### src/rtl/nv12sc_pkg.sv
// Types, constants and helper functions of the NV12 scaled RGB converter.
`default_nettype none

package nv12sc_pkg;

	localparam int CFG_W     = 13;
	localparam int COORD_W   = 12;
	localparam int PIX_W     = 8;
	localparam int STAT_W    = 2;
	localparam int REG_IDX_W = 3;
	localparam int YSIZE_W   = 2 * CFG_W;
	localparam int PROD_W    = COORD_W + CFG_W;
	localparam int ADDR_W    = 28;
	localparam int PRD_W     = 18;

	localparam logic [CFG_W-1:0] CFG_RESET = 13'd64;

	localparam logic [REG_IDX_W-1:0] REG_SRC_WIDTH  = 3'd0;
	localparam logic [REG_IDX_W-1:0] REG_SRC_HEIGHT = 3'd1;
	localparam logic [REG_IDX_W-1:0] REG_LINE_STRIDE = 3'd2;
	localparam logic [REG_IDX_W-1:0] REG_OUT_WIDTH  = 3'd3;
	localparam logic [REG_IDX_W-1:0] REG_OUT_HEIGHT = 3'd4;

	localparam logic FUNC_LOAD  = 1'b0;
	localparam logic FUNC_FETCH = 1'b1;

	localparam logic [STAT_W-1:0] STAT_OK     = 2'd0;
	localparam logic [STAT_W-1:0] STAT_SHORT  = 2'd1;
	localparam logic [STAT_W-1:0] STAT_RANGE  = 2'd2;
	localparam logic [STAT_W-1:0] STAT_BEYOND = 2'd3;

	localparam logic signed [PRD_W-1:0] COEF_RV    = 18'sd359;
	localparam logic signed [PRD_W-1:0] COEF_GU    = 18'sd88;
	localparam logic signed [PRD_W-1:0] COEF_GV    = 18'sd183;
	localparam logic signed [PRD_W-1:0] COEF_BU    = 18'sd454;
	localparam logic signed [PRD_W-1:0] CHROMA_OFS = 18'sd128;
	localparam logic signed [PRD_W-1:0] PIX_MAX    = 18'sd255;

	typedef struct packed {
		logic               func;
		logic               frame_start;
		logic [PIX_W-1:0]   data_byte;
		logic [COORD_W-1:0] out_x;
		logic [COORD_W-1:0] out_y;
	} nv12sc_in_t;

	typedef struct packed {
		logic [PIX_W-1:0]  red;
		logic [PIX_W-1:0]  green;
		logic [PIX_W-1:0]  blue;
		logic [STAT_W-1:0] status;
	} nv12sc_out_t;

	// Step strobes from the controller to the datapath.
	typedef struct packed {
		logic accept;
		logic size;
		logic prod_x;
		logic prod_y;
		logic div_go;
		logic addr;
		logic sum;
		logic bound;
		logic rd_u;
		logic rd_v;
		logic mult;
		logic conv;
	} nv12sc_cmd_t;

	// Status from the datapath back to the controller.
	typedef struct packed {
		logic chk_fail;
		logic bnd_fail;
		logic div_done;
	} nv12sc_stat_t;

	function automatic logic [PIX_W-1:0] clamp_pix(input logic signed [PRD_W-1:0] n);
		logic [PIX_W-1:0] r;
		if (n < 0) begin
			r = '0;
		end else if (n > PIX_MAX) begin
			r = PIX_MAX[PIX_W-1:0];
		end else begin
			r = n[PIX_W-1:0];
		end
		return r;
	endfunction

endpackage

`default_nettype wire

### src/rtl/nv12sc_ctrl.sv
// Controller state machine that sequences the steps of a pixel fetch.
`default_nettype none

module nv12sc_ctrl (
	input  wire logic                     clk,
	input  wire logic                     arst_n,
	input  wire logic                     start,
	input  wire logic                     func,
	input  wire nv12sc_pkg::nv12sc_stat_t stat,
	output logic                          busy,
	output nv12sc_pkg::nv12sc_cmd_t       cmd
);

	typedef enum logic [3:0] {
		ST_IDLE,
		ST_SIZE,
		ST_PROD_X,
		ST_PROD_Y,
		ST_DIV_GO,
		ST_DIV,
		ST_ADDR,
		ST_SUM,
		ST_BOUND,
		ST_RD_U,
		ST_RD_V,
		ST_MULT,
		ST_CONV
	} state_t;

	state_t state_q;

	always_ff @(posedge clk or negedge arst_n) begin
		if (!arst_n) begin
			state_q <= ST_IDLE;
		end else begin
			unique case (state_q)
				ST_IDLE: begin
					if (start && (func == nv12sc_pkg::FUNC_FETCH)) begin
						state_q <= ST_SIZE;
					end
				end
				ST_SIZE:   state_q <= ST_PROD_X;
				ST_PROD_X: state_q <= ST_PROD_Y;
				ST_PROD_Y: state_q <= stat.chk_fail ? ST_IDLE : ST_DIV_GO;
				ST_DIV_GO: state_q <= ST_DIV;
				ST_DIV: begin
					if (stat.div_done) begin
						state_q <= ST_ADDR;
					end
				end
				ST_ADDR:   state_q <= ST_SUM;
				ST_SUM:    state_q <= ST_BOUND;
				ST_BOUND:  state_q <= stat.bnd_fail ? ST_IDLE : ST_RD_U;
				ST_RD_U:   state_q <= ST_RD_V;
				ST_RD_V:   state_q <= ST_MULT;
				ST_MULT:   state_q <= ST_CONV;
				ST_CONV:   state_q <= ST_IDLE;
				default:   state_q <= ST_IDLE;
			endcase
		end
	end

	assign busy = (state_q != ST_IDLE);

	always_comb begin
		cmd        = '0;
		cmd.accept = start && (state_q == ST_IDLE);
		unique case (state_q)
			ST_IDLE:   ;
			ST_SIZE:   cmd.size   = 1'b1;
			ST_PROD_X: cmd.prod_x = 1'b1;
			ST_PROD_Y: cmd.prod_y = 1'b1;
			ST_DIV_GO: cmd.div_go = 1'b1;
			ST_DIV:    ;
			ST_ADDR:   cmd.addr   = 1'b1;
			ST_SUM:    cmd.sum    = 1'b1;
			ST_BOUND:  cmd.bound  = 1'b1;
			ST_RD_U:   cmd.rd_u   = 1'b1;
			ST_RD_V:   cmd.rd_v   = 1'b1;
			ST_MULT:   cmd.mult   = 1'b1;
			ST_CONV:   cmd.conv   = 1'b1;
			default:   ;
		endcase
	end

endmodule

`default_nettype wire

### config.mk
export PLATFORM = sky130hd
export DESIGN_NAME = nv12sc_ctrl
export DESIGN_NICKNAME = d
export VERILOG_FILES = /design/src/rtl/nv12sc_pkg.sv /design/src/rtl/nv12sc_ctrl.sv
export SDC_FILE = /design/constraint.sdc
export NUM_CORES = 1
export LEC_CHECK = 0
export BUFFER_PORTS_ARGS = -buffer_cell sky130_fd_sc_hd__buf_2
export CAP_MARGIN = 40
export CORE_AREA = 2 2 39 41
export CTS_BUF_LIST = sky130_fd_sc_hd__clkbuf_4
export DETAILED_ROUTE_END_ITERATION = 10
export DIE_AREA = 0 0 41 43
export PLACE_DENSITY = 0.51
export SLEW_MARGIN = 20
export SYNTH_ARGS = -nofsm -noshare
export SYNTH_HDL_FRONTEND = slang
export SYNTH_SLANG_ARGS = --single-unit
### constraint.sdc
create_clock -name clk -period 1.44 [get_ports clk]
set_input_delay 0.432 -clock clk [delete_from_list [all_inputs] [get_ports clk]]
set_output_delay 0.432 -clock clk [all_outputs]
set_load 0.02 [all_outputs]
==> flow_summary.toml <==
[layout]
diodes = 0
layout.cells.non_filler = 92
nets = 85
final_util = 0.521
seqCellArea_um2 = 105
syn_to_final_growth_pct = 137
multi_input_area_um2 = 270
drive_gt1_frac = 0.724
nFillCells = 144
largest-register = "state_q"
largest_reg_flops = 4
top_regs = "state_q: 4 flops"

[clock_tree]
cts-root-buf = "clkbuf_4"
cts_tree = "built"
max-clock-path-buffers = 2
clock_sinks = 4
h-tree-depth = 1
clk_latency_ns = 0.23
clkSlewWorstSetupHoldPaths_ns = 0.04
numCtsBuffers = 3

[critical_path]
path_max_fanout = 7
crit_type = "reg2out"
reg2reg_to = "state_q[0]"
ff2ff_path_depth = 4
critPathLaunchType = "flop"
cpPeakStageDelay_ns = 0.47
worstPathArrival_ns = 1.17
critPathRequiredTime_ns = 1.01
slowest_stage = "dfrtp_2"
path_cells = "nor2_4, and3_4, buf_6"
r2r_start = "state_q[1]"
critical_path.top_delay_family = "flip-flops"
worst-path-buf-inv = 1
reg2reg_setup_slack_ns = 0.16
cp-end-kind = "output pin"

[sta]
setup_viol = 13
setup_ws_ns = -0.162
fin_crit_sh = 1.11
hold-worst-slack_ns = 0.405
fin_crit_ns = 1.60
clock_skew_ns = 0.00235
max_slew.worst_pin.slew_ns = 0.288
grt_setup_unrepaired = "true"
clock.fmax_mhz = 624
hold_viol = 0
finalSetupTns_ns = -1.58
slew_viol_final = 0
max-slew-margin-rel = 0.808

[drt]
drtPass1Iterations = 4
drt_iter0_drc = 8
ant_nets = 0
wl_per_cell_um = 12.4
vias = 447
drc = 0
totalWireLength_um = 1140
routed_via_density = 4.86

[synthesis]
synth.distinct_cells = 18
synthTopCellsByArea = "dfrtp_1, nor2_1, nor3_1"
netlist_area_um2 = 304
synth-seq-cells = 4
synth_commonest_cells = "nor2_1, nor3_1, dfrtp_1"
yosysMostFrequentCell = "nor2_1"
synth-seq-area-share = 0.329
syn_inst = 42
synth_ff_type = "dfrtp_1"
synth_edf_count = 0
synth_top_cell_area_share = 0.329
synth.avg_cell_area_um2 = 7.24
syn_nets = 49
async_flop_share = 1.00
synthesis.yosys.warnings = 0
synth_top_area_cell = "dfrtp_1"

[grt]
grt_usage = 0.159
grt-ovfl-total = 0
antenna_found_initial = 0
grt_max_degree = 9
grt_pass1_vias = 397
grt_pass1_wl_um = 1810

[worst_hold_path]
hold_path_depth = 2
hp-start = "stat[0]"
holdPathEnd = "state_q[0]"
hold_path.class = "in2reg"

[power]
ir_worst_vdd_uv = 800
totalPowerFinal_w = 0.00162
power_density_nw_per_um2 = 2250
p_leak_nw = 0.341

[die]
start_util = 0.220
rows = 14
die-area_um2 = 1760
coreArea_um2 = 1380
die_y_um = 43
die_w_um = 41
top_level_ports = 20

[placement]
globalplace.congestion = 0.819
dp_hpwl_um = 802
io_buffers = 19
placed_cells = 84

[status]
outcome = "complete, but fails checks"
violations = "negative setup slack"

[run]
cap_violations = 0
-- routing by layer --
metal  vias to the layer above  share of wire  track usage
met5                         -              0            0
met4                         0              0        0.100
met3                         0          0.071       0.0576
met2                        19           0.50        0.222
met1                       211           0.43        0.198
li1                        217              -            -
-- metrics by stage --
step / instance area [um^2] / setup slack [ns]
floorplan: 329 / 0.0223
global placement: 504 / 0.00666
detailed placement: 504 / -0.00994
CTS: 668 / -0.166
global route: 721 / -0.208
finish: 721 / -0.162
-- worst reg2reg max path: stages (launching register included) --
cell      delay, ns
dfrtp_2        0.46
buf_6          0.16
a2111o_1       0.39
nand3_1        0.08
o31ai_1        0.08
-- power breakdown --
group | total (W) | leakage (nW) | switching [W] | internal [W]
Sequential | 0.000298 | 0.0447 | 0.000122 | 0.000176
Combinational | 0.00119 | 0.282 | 0.000573 | 0.000614
Clock | 0.000137 | 0.0138 | 0.0000435 | 0.0000931
-- what timing repair did --
action | CTS | global route
hold buffers | 1 | 0
hold endpoints to repair | 4 | 0
buffers inserted | 3 | 1
resized for setup | 35 | 11
pin swaps | 3 | 2
endpoints found under the setup margin | 13 | 13
-- area by class of cell --
| type | instances | share of cell area |
|---|---|---|
| multi-input combinational | 32 | 0.375 |
| inverter | 3 | 0.0156 |
| tap | 16 | 0.0278 |
| sequential | 4 | 0.146 |
| timing repair buffer | 34 | 0.405 |
| clock buffer | 3 | 0.0313 |
-- how the worst max path moves through the flow --
stage	startpoint	end	slack (ns)	cells after the start
3_3_place_gp	state_q[2]	cmd[4]	0.007	3
4_1_cts	state_q[3]	cmd[9]	-0.17	3
3_5_place_dp	state_q[0]	cmd[11]	-0.01	3
6_report	state_q[0]	cmd[0]	-0.16	3
2_1_floorplan	state_q[0]	cmd[6]	0.02	3
5_1_grt	state_q[1]	cmd[10]	-0.21	4
-- logic make-up (layout without fill, tap and decap cells) --
| group | after synthesis | count (layout) | synth area share |
|---|---|---|---|
| AO/OA/AOI/OAI | 9 | 9 | 0.202 |
| buffers and inverters | 6 | 40 | 0.0864 |
| AND/OR/NAND/NOR | 22 | 22 | 0.350 |
| multiplexers | 1 | 1 | 0.0329 |
| flip-flops | 4 | 4 | 0.329 |
-- layout by cell type, fill, tap and decap left out --
cell            n
a22o_1          1
buf_6          13
nand2_2         2
a221oi_1        1
o31ai_1         1
nand2b_4        3
nand3_1         1
nand2_1         1
dlygate4sd3_1   1
dfrtp_2         4
nand3b_1        1
inv_1           2
inv_2           1
nor3_2          3
o21ai_1         1
nor2_4          3
nor3_4          2
a21oi_1         2
and3_1          1
buf_2           6
a2111o_1        1
o21ai_0         2
mux2i_1         1
buf_4          14
nor2_1          4
and3_4          1
clkbuf_4        3
Note: power is estimated with default switching activity, not from simulation.
